**src/design/pbpc_pkg.sv**
```systemverilog
// Shared constants and register indexes for the power button press classifier.
`timescale 1ns / 1ps

package pbpc_pkg;

  // Counter and threshold width
  localparam int unsigned CntW = 16;
  localparam logic [CntW-1:0] CntMax = '1;

  // Configuration port shape
  localparam int unsigned CfgIdxW  = 3;
  localparam int unsigned CfgDataW = CntW;

  // Configuration register indexes
  typedef enum logic [CfgIdxW-1:0] {
    REG_ACTIVE_LOW      = 3'd0,
    REG_POWER_DOWN_TIME = 3'd1,
    REG_FORCE_ON_TIME   = 3'd2,
    REG_PRESSED_TIME    = 3'd3,
    REG_RELEASE_TIME    = 3'd4
  } cfg_reg_t;

  // Register reset values
  localparam logic            ActiveLowRst     = 1'b1;
  localparam logic [CntW-1:0] PowerDownTimeRst = 16'd3000;
  localparam logic [CntW-1:0] ForceOnTimeRst   = 16'd5000;
  localparam logic [CntW-1:0] PressedTimeRst   = 16'd1000;
  localparam logic [CntW-1:0] ReleaseTimeRst   = 16'd500;

  // Saturating increment of a tick counter
  function automatic logic [CntW-1:0] sat_inc(input logic [CntW-1:0] v);
    sat_inc = (v == CntMax) ? CntMax : v + 1'b1;
  endfunction

endpackage

```
**src/design/power_button_press_classifier_core.sv**
```systemverilog
// Top level of the power button press classifier.
`timescale 1ns / 1ps

// Power button press classifier.
// Input channel (in_valid / in_stall / in_button_level) takes one button sample per
// millisecond tick. Result channel (out_valid / out_stall / out_*) gives one result
// per sample: the pressed flag, the sticky power-down request, the press state
// latched at start-up and a single-tick force-on pulse.
// The first sample after reset only latches the start-up press state.
// A sample's result shows in the cycle after its transfer. Throughput is one
// sample per cycle while the receiver does not stall; the hold and release
// counters and their threshold compares all settle combinationally, into the result register.
// The result register parts the channels: a new sample is taken while the
// current result waits, as long as that result is transferred in the same
// cycle; while the receiver stalls a waiting result, in_stall is high and the
// result holds.
// Reset (rst_n low, synchronous) clears all tracking state, drops out_valid
// and loads the registers with their defaults. The cfg_* port writes a register
// at any edge with cfg_we high; write only while no sample is in flight.
module power_button_press_classifier_core (
  input  logic                          clk,
  input  logic                          rst_n,
  // configuration
  input  logic                          cfg_we,
  input  logic [pbpc_pkg::CfgIdxW-1:0]  cfg_index,
  input  logic [pbpc_pkg::CfgDataW-1:0] cfg_wdata,
  // sample channel
  input  logic                          in_valid,
  output logic                          in_stall,
  input  logic                          in_button_level,
  // result channel
  output logic                          out_valid,
  input  logic                          out_stall,
  output logic                          out_button_pressed,
  output logic                          out_power_down_request,
  output logic                          out_boot_button_pressed,
  output logic                          out_force_on_pulse
);

  localparam int unsigned CntW = pbpc_pkg::CntW;

  // Configuration registers
  logic            active_low_r;
  logic [CntW-1:0] power_down_time_r;
  logic [CntW-1:0] force_on_time_r;
  logic [CntW-1:0] pressed_time_r;
  logic [CntW-1:0] release_time_r;

  // Tracking state
  logic            started_r, started_nxt;
  logic            last_level_r, last_level_nxt;
  logic            press_from_boot_r, press_from_boot_nxt;
  logic            boot_latch_r, boot_latch_nxt;
  logic [CntW-1:0] press_count_r, press_count_nxt;
  logic [CntW-1:0] release_count_r, release_count_nxt;
  logic            pressed_flag_r, pressed_flag_nxt;
  logic            down_request_r, down_request_nxt;
  logic            force_fired_r, force_fired_nxt;
  logic            pulse_nxt;

  // Result register
  logic out_valid_r;
  logic out_pressed_r, out_down_r, out_boot_r, out_pulse_r;

  logic in_xfer, out_free, pressed, edge_press, pd_fire, fo_fire;

  // Take a sample whenever the result register is empty or drains this cycle
  assign out_free = !out_valid_r || !out_stall;
  assign in_stall = !out_free;
  assign in_xfer  = in_valid && out_free;

  // Write configuration registers
  always_ff @(posedge clk) begin
    if (!rst_n) begin
      active_low_r      <= pbpc_pkg::ActiveLowRst;
      power_down_time_r <= pbpc_pkg::PowerDownTimeRst;
      force_on_time_r   <= pbpc_pkg::ForceOnTimeRst;
      pressed_time_r    <= pbpc_pkg::PressedTimeRst;
      release_time_r    <= pbpc_pkg::ReleaseTimeRst;
    end else if (cfg_we) begin
      case (cfg_index)
        pbpc_pkg::REG_ACTIVE_LOW:      active_low_r      <= cfg_wdata[0];
        pbpc_pkg::REG_POWER_DOWN_TIME: power_down_time_r <= cfg_wdata;
        pbpc_pkg::REG_FORCE_ON_TIME:   force_on_time_r   <= cfg_wdata;
        pbpc_pkg::REG_PRESSED_TIME:    pressed_time_r    <= cfg_wdata;
        pbpc_pkg::REG_RELEASE_TIME:    release_time_r    <= cfg_wdata;
        default: ;
      endcase
    end
  end

  // Classify one sample
  always_comb begin
    pressed    = in_button_level ^ active_low_r;
    edge_press = 1'b0;
    pd_fire    = 1'b0;
    fo_fire    = 1'b0;
    pulse_nxt  = 1'b0;

    started_nxt         = started_r;
    last_level_nxt      = last_level_r;
    press_from_boot_nxt = press_from_boot_r;
    boot_latch_nxt      = boot_latch_r;
    press_count_nxt     = press_count_r;
    release_count_nxt   = release_count_r;
    pressed_flag_nxt    = pressed_flag_r;
    down_request_nxt    = down_request_r;
    force_fired_nxt     = force_fired_r;

    if (!started_r) begin
      // latch the start-up press state only
      started_nxt         = 1'b1;
      last_level_nxt      = pressed;
      press_from_boot_nxt = pressed;
      boot_latch_nxt      = pressed;
      press_count_nxt     = '0;
      release_count_nxt   = '0;
    end else begin
      // track edges; a release ends the boot press
      edge_press     = pressed && !last_level_r;
      if (last_level_r && !pressed) begin
        press_from_boot_nxt = 1'b0;
      end
      last_level_nxt = pressed;

      if (pressed) begin
        press_count_nxt = edge_press ? '0 : pbpc_pkg::sat_inc(press_count_r);
        // a firing rule zeroes the hold time for the later rules
        pd_fire = (press_count_nxt >= power_down_time_r) && !press_from_boot_nxt;
        fo_fire = (press_count_nxt >= force_on_time_r) && press_from_boot_nxt;
        if (pd_fire) begin
          down_request_nxt = 1'b1;
        end
        if (fo_fire && !force_fired_r) begin
          force_fired_nxt = 1'b1;
          pulse_nxt       = 1'b1;
        end
        if (!pd_fire && !press_from_boot_nxt && (press_count_nxt > pressed_time_r)) begin
          pressed_flag_nxt = 1'b1;
        end
        release_count_nxt = '0;
      end else begin
        release_count_nxt = pbpc_pkg::sat_inc(release_count_r);
        if (release_count_nxt >= release_time_r) begin
          release_count_nxt = '0;
          pressed_flag_nxt  = 1'b0;
        end
      end
    end
  end

  // Advance tracking state on each input transfer
  always_ff @(posedge clk) begin
    if (!rst_n) begin
      started_r         <= 1'b0;
      last_level_r      <= 1'b0;
      press_from_boot_r <= 1'b0;
      boot_latch_r      <= 1'b0;
      press_count_r     <= '0;
      release_count_r   <= '0;
      pressed_flag_r    <= 1'b0;
      down_request_r    <= 1'b0;
      force_fired_r     <= 1'b0;
    end else if (in_xfer) begin
      started_r         <= started_nxt;
      last_level_r      <= last_level_nxt;
      press_from_boot_r <= press_from_boot_nxt;
      boot_latch_r      <= boot_latch_nxt;
      press_count_r     <= press_count_nxt;
      release_count_r   <= release_count_nxt;
      pressed_flag_r    <= pressed_flag_nxt;
      down_request_r    <= down_request_nxt;
      force_fired_r     <= force_fired_nxt;
    end
  end

  // Result valid: load on input transfer, drop once transferred
  always_ff @(posedge clk) begin
    if (!rst_n) begin
      out_valid_r <= 1'b0;
    end else if (out_free) begin
      out_valid_r <= in_xfer;
    end
  end

  // Result payload: hold while stalled
  always_ff @(posedge clk) begin
    if (in_xfer) begin
      out_pressed_r <= pressed_flag_nxt;
      out_down_r    <= down_request_nxt;
      out_boot_r    <= boot_latch_nxt;
      out_pulse_r   <= pulse_nxt;
    end
  end

  assign out_valid               = out_valid_r;
  assign out_button_pressed      = out_pressed_r;
  assign out_power_down_request  = out_down_r;
  assign out_boot_button_pressed = out_boot_r;
  assign out_force_on_pulse      = out_pulse_r;

endmodule

```
**config.mk**
```make
export PLATFORM = sky130hd
export DESIGN_NAME = power_button_press_classifier_core
export DESIGN_NICKNAME = d
export VERILOG_FILES = /design/src/design/pbpc_pkg.sv /design/src/design/power_button_press_classifier_core.sv
export SDC_FILE = /design/constraint.sdc
export NUM_CORES = 1
export LEC_CHECK = 0
export ABC_CLOCK_PERIOD_IN_PS = 6800
export BUFFER_PORTS_ARGS = -buffer_cell sky130_fd_sc_hd__buf_4
export CAP_MARGIN = 20
export CORE_UTILIZATION = 65
export CTS_BUF_LIST = sky130_fd_sc_hd__clkbuf_4 sky130_fd_sc_hd__clkbuf_8
export CTS_CLUSTER_DIAMETER = 30
export CTS_CLUSTER_SIZE = 10
export DETAILED_ROUTE_END_ITERATION = 8
export PLACE_DENSITY = 0.91
export SLEW_MARGIN = 5
export SYNTH_ARGS = -nofsm -noshare
export SYNTH_HDL_FRONTEND = slang
export SYNTH_SLANG_ARGS = --single-unit
```
**constraint.sdc**
```tcl
create_clock -name clk -period 6.8 [get_ports clk]
set_clock_uncertainty 0.2 [all_clocks]
set_input_delay 0.68 -clock clk [delete_from_list [all_inputs] [get_ports clk]]
set_output_delay 0.68 -clock clk [all_outputs]
set_load 0.02 [all_outputs]
```
==> impl_metrics.toml, run 1 <==
[global_routing]
grt_max_degree = 108
grt_overflow = 0
grt_pass1_wl_um = 24400
grt_usage_pct = 31.0
grt_pass1_vias = 5309
antenna_found_initial = 0

[final_layout]
syn_to_final_growth_pct = 7.35
layout-drive-gt1-share_pct = 8.10
diodes = 0
layout.nets = 861

[worst_setup_path]
crit_required_ps = 6930
start_kind = "flip-flop"
r2r_end = "release_count_r[12]$_SDFFE_PN0P_"
path_cells = "ha_1, nand3_1, nor4_2, nand2_1, nand2_1, ha_1, a21o_1, a221o_1, a31oi_1, o211ai_1, nor3_4, a22oi_1, nor2b_1"
crit_buf_inv = 0
end_kind = "flip-flop"
worstPathArrival_ps = 4300
critical_path_class = "flip-flop to flip-flop"
critPathMaxFanout = 16
regToRegSetupSlack_ps = 2620
r2r_cells = 13
crit_slowest_cell = "nor3_4"
timing.rr.start = "release_count_r[0]$_SDFFE_PN0P_"
crit_family = "simple AND/OR/NAND/NOR gates"
cpPeakStageDelay_ps = 580

[sta]
drv_slew = 0
slew_headroom_pct = 36.4
hold_viol = 0
whs_ps = 273
max_clock_freq_mhz = 239
fin_crit_sh_pct = 61.4
tns_ps = 0
setup_viol = 0
min_period_ps = 4180
rsz0062_at_grt = "no"
worst_pin_slew_ps = 950

[cts]
clock_path_buffers = 2
cts.sinks = 109
cts_resized = 0
cts-root-buf = "clkbuf_8"
path_clk_slew_ps = 110
ctsHoldBuffers = 0
cts_setup_buffers = 0
tritoncts = "done"
h-tree-depth = 3
insertion_delay_ps = 390
numCtsBuffers = 9

[route]
drc = 0
dr.first_iter.drc_count = 364
dr.pass1.iters = 5
routed_wirelength_um = 15000
drtAntennaViolNets = 0
avgViaCountPerCell = 6.03
num_vias = 5469
wire_per_inst_um = 16.5

[synthesis]
ys_seq_area_share_pct = 35.4
avgSynthCellArea_um2 = 8.27
ys_warn_count = 0
ys_seq_elements = 109
ys_dominant_reg_cell = "dfxtp_1"
syn_nets = 848
syn_inst = 760
synth_enable_flop_cells = 4
synth-async-reset-ratio_pct = 0
yosysUniqueCellTypes = 59
syn_area_um2 = 6280

[worst_hold_path]
min_path_cells = 2
holdCritPathClass = "flip-flop to flip-flop"
hp-start = "release_time_r[11]$_SDFFE_PN0P_"
holdPathEnd = "release_time_r[11]$_SDFFE_PN0P_"

[place]
port_buffers = 30
dp_hpwl_um = 11200
routabilityCongestion = 0.864

[floorplan]
fp-row-count = 35
dieHeight_um = 100
pin_count = 31
core_um2 = 9280
die_x_um = 100
dieArea_um2 = 10100
start_util_pct = 67.7

[run]
maxCapViolations = 0

[power]
power.density_nw_per_um2 = 173
max-vdd-ir-drop_mv = 0.108
power.leakage_nw = 2.88

[status]
status = "finished, final reports clean"
-- through the flow --
stage	setup slack, ps	std cells	cell area [µm²]	utilization (%)	power (mW)
2_1_floorplan	3240	760	6280	-	0.743
3_3_place_gp	2710	890	6540	70.4	0.777
3_5_place_dp	2570	890	6540	70.4	0.782
4_1_cts	2660	906	6740	72.6	1.17
5_1_grt	2290	907	6740	72.6	1.21
6_report	2620	907	6740	72.6	1.17
-- how the worst max path moves through the flow --
stage	from	end	slack, ps	cells after the start
after global routing	release_count_r[0]$_SDFFE_PN0P_	release_count_r[0]$_SDFFE_PN0P_	2290	13
final	release_count_r[0]$_SDFFE_PN0P_	release_count_r[12]$_SDFFE_PN0P_	2620	13
after floorplan	in_button_level	out_force_on_pulse$_SDFFCE_PN0P_	3240	12
after CTS	release_count_r[0]$_SDFFE_PN0P_	release_count_r[14]$_SDFFE_PN0P_	2660	13
after detailed placement	in_button_level	out_force_on_pulse$_SDFFCE_PN0P_	2570	12
after global placement	in_button_level	out_force_on_pulse$_SDFFCE_PN0P_	2710	12
-- cell type report --
class | instances | area, µm²
Multi-Input combinational cell | 552 | 3660
Fill cell | 734 | 2540
Sequential cell | 109 | 2220
Inverter | 68 | 255
Timing Repair Buffer | 33 | 248
Tap cell | 129 | 161
Clock buffer | 10 | 131
Clock inverter | 6 | 65.1
-- registers in the layout, summed over array words and instances (netlist names), 16 cells and up --
name / cells
press_count_r: 16
release_count_r: 16
release_time_r: 16
force_on_time_r: 16
power_down_time_r: 16
pressed_time_r: 16
-- worst reg2reg max path, stage by stage, from the launching register on --
cell	delay, ps
dfxtp_1	410
ha_1	200
nand3_1	200
nor4_2	490
nand2_1	380
nand2_1	200
ha_1	260
a21o_1	180
a221o_1	340
a31oi_1	160
o211ai_1	190
nor3_4	580
a22oi_1	190
nor2b_1	150
-- synthesized netlist by cell type (6+ instances only) --
library cell | count | area [µm²]
nand2_1 | 147 | 552
dfxtp_1 | 105 | 2100
inv_1 | 67 | 251
ha_1 | 63 | 788
a21boi_0 | 42 | 315
nor2b_1 | 37 | 231
a21oi_1 | 34 | 170
a22oi_1 | 32 | 240
clkbuf_1 | 26 | 97.6
o211ai_1 | 26 | 195
nand3_1 | 23 | 115
nor2_1 | 22 | 82.6
nand4_1 | 13 | 81.3
o21ai_0 | 13 | 65.1
xor2_1 | 12 | 105
a21o_1 | 7 | 52.6
nor3_1 | 7 | 35.0
xnor2_1 | 7 | 61.3
o21a_1 | 6 | 45.0
-- metal layers --
| layer | part of all wire, % | global-route usage (%) | wire (µm) | vias to the layer above |
|---|---|---|---|---|
| li1 | - | - | - | 2678 |
| met1 | 41 | 36.7 | 6210 | 2555 |
| met2 | 49 | 54.4 | 7400 | 200 |
| met3 | 6.4 | 6.13 | 957 | 36 |
| met4 | 2.8 | 13.4 | 427 | 0 |
| met5 | 0 | 0 | 0 | - |
-- cell families after synthesis --
group           after synthesis  synth area share, %
xor+xnor                     19                 2.65
compound gates              189                 21.1
mux                           4                0.657
fa+ha+maj                    64                 12.7
simple gates                276                 21.2
buf+inv                      99                 6.35
flops                       109                 35.4
-- placed cells by master (no fill, tap or decap), types with 6 or more instances in the layout --
cell type	Yosys	layout
a21boi_0	42	42
a21o_1	7	7
a21oi_1	34	34
a22oi_1	32	32
buf_4	1	33
clkbuf_8	0	9
dfxtp_1	105	105
ha_1	63	63
inv_1	67	67
nand2_1	147	147
nand3_1	23	23
nand4_1	13	13
nor2_1	22	22
nor2b_1	37	37
nor3_1	7	7
o211ai_1	26	26
o21a_1	6	6
o21ai_0	13	13
xnor2_1	7	7
xor2_1	12	12
-- where the power goes --
part           leakage (nW)  total (mW)  switching, mW  internal [mW]
registers             0.891       0.664        0.00818          0.656
logic                  1.89       0.105         0.0658         0.0394
clock network         0.101       0.397          0.247          0.149
No activity file was read; power rests on OpenSTA's default activity.
==> run 2: changes to the inputs <==
--- a/config.mk
+++ b/config.mk
@@ -5,15 +5,16 @@
 export SDC_FILE = /design/constraint.sdc
 export NUM_CORES = 1
 export LEC_CHECK = 0
-export ABC_CLOCK_PERIOD_IN_PS = 6800
+export ABC_AREA = 1
+export ABC_CLOCK_PERIOD_IN_PS = 3500
 export BUFFER_PORTS_ARGS = -buffer_cell sky130_fd_sc_hd__buf_4
 export CAP_MARGIN = 20
-export CORE_UTILIZATION = 65
+export CORE_UTILIZATION = 58
 export CTS_BUF_LIST = sky130_fd_sc_hd__clkbuf_4 sky130_fd_sc_hd__clkbuf_8
 export CTS_CLUSTER_DIAMETER = 30
 export CTS_CLUSTER_SIZE = 10
 export DETAILED_ROUTE_END_ITERATION = 8
-export PLACE_DENSITY = 0.91
+export PLACE_DENSITY = 0.86
 export SLEW_MARGIN = 5
 export SYNTH_ARGS = -nofsm -noshare
 export SYNTH_HDL_FRONTEND = slang
==> constraint.sdc (replaced) <==
create_clock -name clk -period 3.5 [get_ports clk]
set_clock_uncertainty 0.2 [all_clocks]
set_input_delay 0.35 -clock clk [delete_from_list [all_inputs] [get_ports clk]]
set_output_delay 0.35 -clock clk [all_outputs]
set_load 0.02 [all_outputs]
==> run 2 against run 1 <==
  * Cell count rose by 14%
  * Wire length grew 0.37%
  * Critical path depth grew 4
  * Register-to-register slack got worse by 2600 ps
  * Global-route usage down 5.2 points
  * Critical path type unchanged
==> impl_metrics.toml, run 2 <==
[synthesis]
ys_seq_elements = 109
yosysMostFrequentCell = "nand2_1"
syn_nets = 945
synth_top_cell_by_area = "dfxtp_1"
syn_area_um2 = 6240
yosys-top-cells-count = "164 x nand2_1, 126 x inv_1, 105 x dfxtp_1, 103 x a21oi_1, 75 x o21ai_0"
ys_warn_count = 0
synth_top_area_share_pct = 33.7
synth_enable_flop_cells = 4
synth-async-reset-ratio_pct = 0
ys_dominant_reg_cell = "dfxtp_1"
ys_seq_area_share_pct = 35.6
avgSynthCellArea_um2 = 7.28
synth.top_cells.by_area = "dfxtp_1 34%, ha_1 13%, nand2_1 9.9%"
yosysUniqueCellTypes = 46
syn_inst = 857

[sta]
min_period_ps = 3430
max_clock_freq_mhz = 291
tns_ps = 0
fin_crit_sh_pct = 98.0
worst_pin_slew_ps = 860
whs_ps = 20.4
setup_viol = 0
drv_slew = 0
slew_headroom_pct = 42.4
hold_viol = 0
rsz0062_at_grt = "yes"

[global_routing]
grt_pass1_wl_um = 22800
grt_max_degree = 65
grt_usage_pct = 25.8
antenna_found_initial = 0
grt_overflow = 0
grt_pass1_vias = 4882

[final_layout]
diodes = 0
layout-drive-gt1-share_pct = 16.4
layout.nets = 985
final_common_cell = "nand2_1"
fillCellCount = 860
final_cell_mix = "159 x nand2_1, 119 x inv_1, 101 x a21oi_1"
final_area_um2 = 7120
multi_input_area_um2 = 3590
syn_to_final_growth_pct = 14.1
seq_area_um2 = 2240
fin_util_pct = 68.7

[cts]
cts-root-buf = "clkbuf_8"
clock_path_buffers = 2
tritoncts = "done"
numCtsBuffers = 9
cts.sinks = 109
path_clk_slew_ps = 100
h-tree-depth = 3
insertion_delay_ps = 390
ctsHoldBuffers = 0

[power]
power_switching_uw = 593
power.density_nw_per_um2 = 319
pwr-share-comb_pct = 10.8
p_seq_share_pct = 56.7
clockPowerShare_pct = 32.5
power.leakage_nw = 3.20
p_int_mw = 1.68
max-vdd-ir-drop_mv = 0.181
swShare_pct = 26.1

[run]
maxCapViolations = 0

[place]
placed_area_um2 = 6630
port_buffers = 30
dp_hpwl_um = 10300
routabilityCongestion = 0.878

[floorplan]
core_um2 = 10400
die_x_um = 106
dieArea_um2 = 11200
dieHeight_um = 106
pin_count = 31
fp-row-count = 37
start_util_pct = 60.2

[route]
drc = 0
drtAntennaViolNets = 0
met2_wirelength_um = 7100
dr.pass1.iters = 5
m1WireLength_um = 6840
dr.first_iter.drc_count = 363
wire_per_inst_um = 14.5
met3_length_um = 799
routed_wirelength_um = 15000
avgViaCountPerCell = 5.59
top_layer = "met4"
num_vias = 5792

[worst_setup_path]
crit_required_ps = 3620
critical_path_class = "flip-flop to flip-flop"
end_kind = "flip-flop"
critPathMaxFanout = 8
start_kind = "flip-flop"
worstPathArrival_ps = 3550

[status]
status = "finished, final reports clean"

[worst_hold_path]
holdCritPathClass = "primary input to flip-flop"
-- run 2: cell types whose count changed in the layout (fill, tap and decap cells not counted), sizes merged, moves of 37 or more --
cell / change
nor2b: -37
a21oi: +71
nor2: +38
a21boi: -41
o21ai: +65
inv: +60
-- run 2: final timing paths --
check | startpoint | end | slack [ps] | depth (start not counted)
setup / recovery | release_count_r[1]$_SDFFE_PN0P_ | release_count_r[6]$_SDFFE_PN0P_ | 70 | 17
hold / removal | cfg_wdata[9] | pressed_time_r[9]$_SDFFE_PN1P_ | 20 | 3
setup reg to reg | release_count_r[1]$_SDFFE_PN0P_ | release_count_r[6]$_SDFFE_PN0P_ | 70 | 17
hold reg to reg | force_fired_r$_SDFFE_PN0P_ | force_fired_r$_SDFFE_PN0P_ | 270 | 2
-- run 2: worst max-delay path: stages (launching register included) --
cell     delay (ps)
dfxtp_4         380
ha_4            150
nand3_4          70
nor3_4          210
inv_2            70
nor2_1          190
nand3_2         170
buf_4           190
o21ai_0         100
ha_1            290
a21oi_1         160
o21ai_0         150
a21oi_2         190
nand3_2         110
nor4_4          320
buf_6           190
nand2_1          50
a21oi_1         150
-- run 2: cell families after synthesis --
kind of cell | share of synthesized area [%]
buffers and inverters | 10.2
DFF | 35.6
xor gates and xnor gates | 0.842
and+or+nand+nor | 21.1
adders and majority gates | 12.6
AOI/OAI and AO/OA | 19.7
-- run 2: what timing repair did --
| item | in CTS | in global routing |
|---|---|---|
| cloned | 0 | 1 |
| pin swaps | 0 | 35 |
| resized for setup | 1 | 65 |
| buffers inserted | 0 | 11 |
| endpoints found under the setup margin | 1 | 21 |
-- run 2: metrics by stage --
| step | std cells | total power [mW] | worst slack [ps] |
|---|---|---|---|
| 3_5_place_dp | 1010 | 1.55 | 43.3 |
| 6_report | 1037 | 2.28 | 69.2 |
| 5_1_grt | 1037 | 2.36 | -161 |
| 2_1_floorplan | 857 | 1.47 | 356 |
| 4_1_cts | 1025 | 2.27 | 22.6 |
| 3_3_place_gp | 1010 | 1.54 | 50.3 |
-- run 2: layout make-up --
type	count	share of cell area (%)
well taps	136	2.39
multi-input cells	586	50.3
flip-flops and latches	109	31.5
inverters	132	6.95
repair buffers	59	6.32
clock inverters	1	0.105
clock buffers	14	2.44
-- run 2: power by group through the flow --
stage	Clock [mW]	Combinational, mW	Sequential, mW
floorplan	0	0.143	1.32
global placement	0	0.223	1.32
detailed placement	0	0.228	1.32
CTS	0.743	0.231	1.29
global route	0.797	0.270	1.30
finish	0.739	0.245	1.29
-- run 2: layer usage --
metal | vias up | global-route usage [%]
met1 | 2683 | 34.8
met2 | 178 | 42.4
met3 | 29 | 3.90
li1 | 2902 | -
met4 | 0 | 8.04
met5 | - | 0
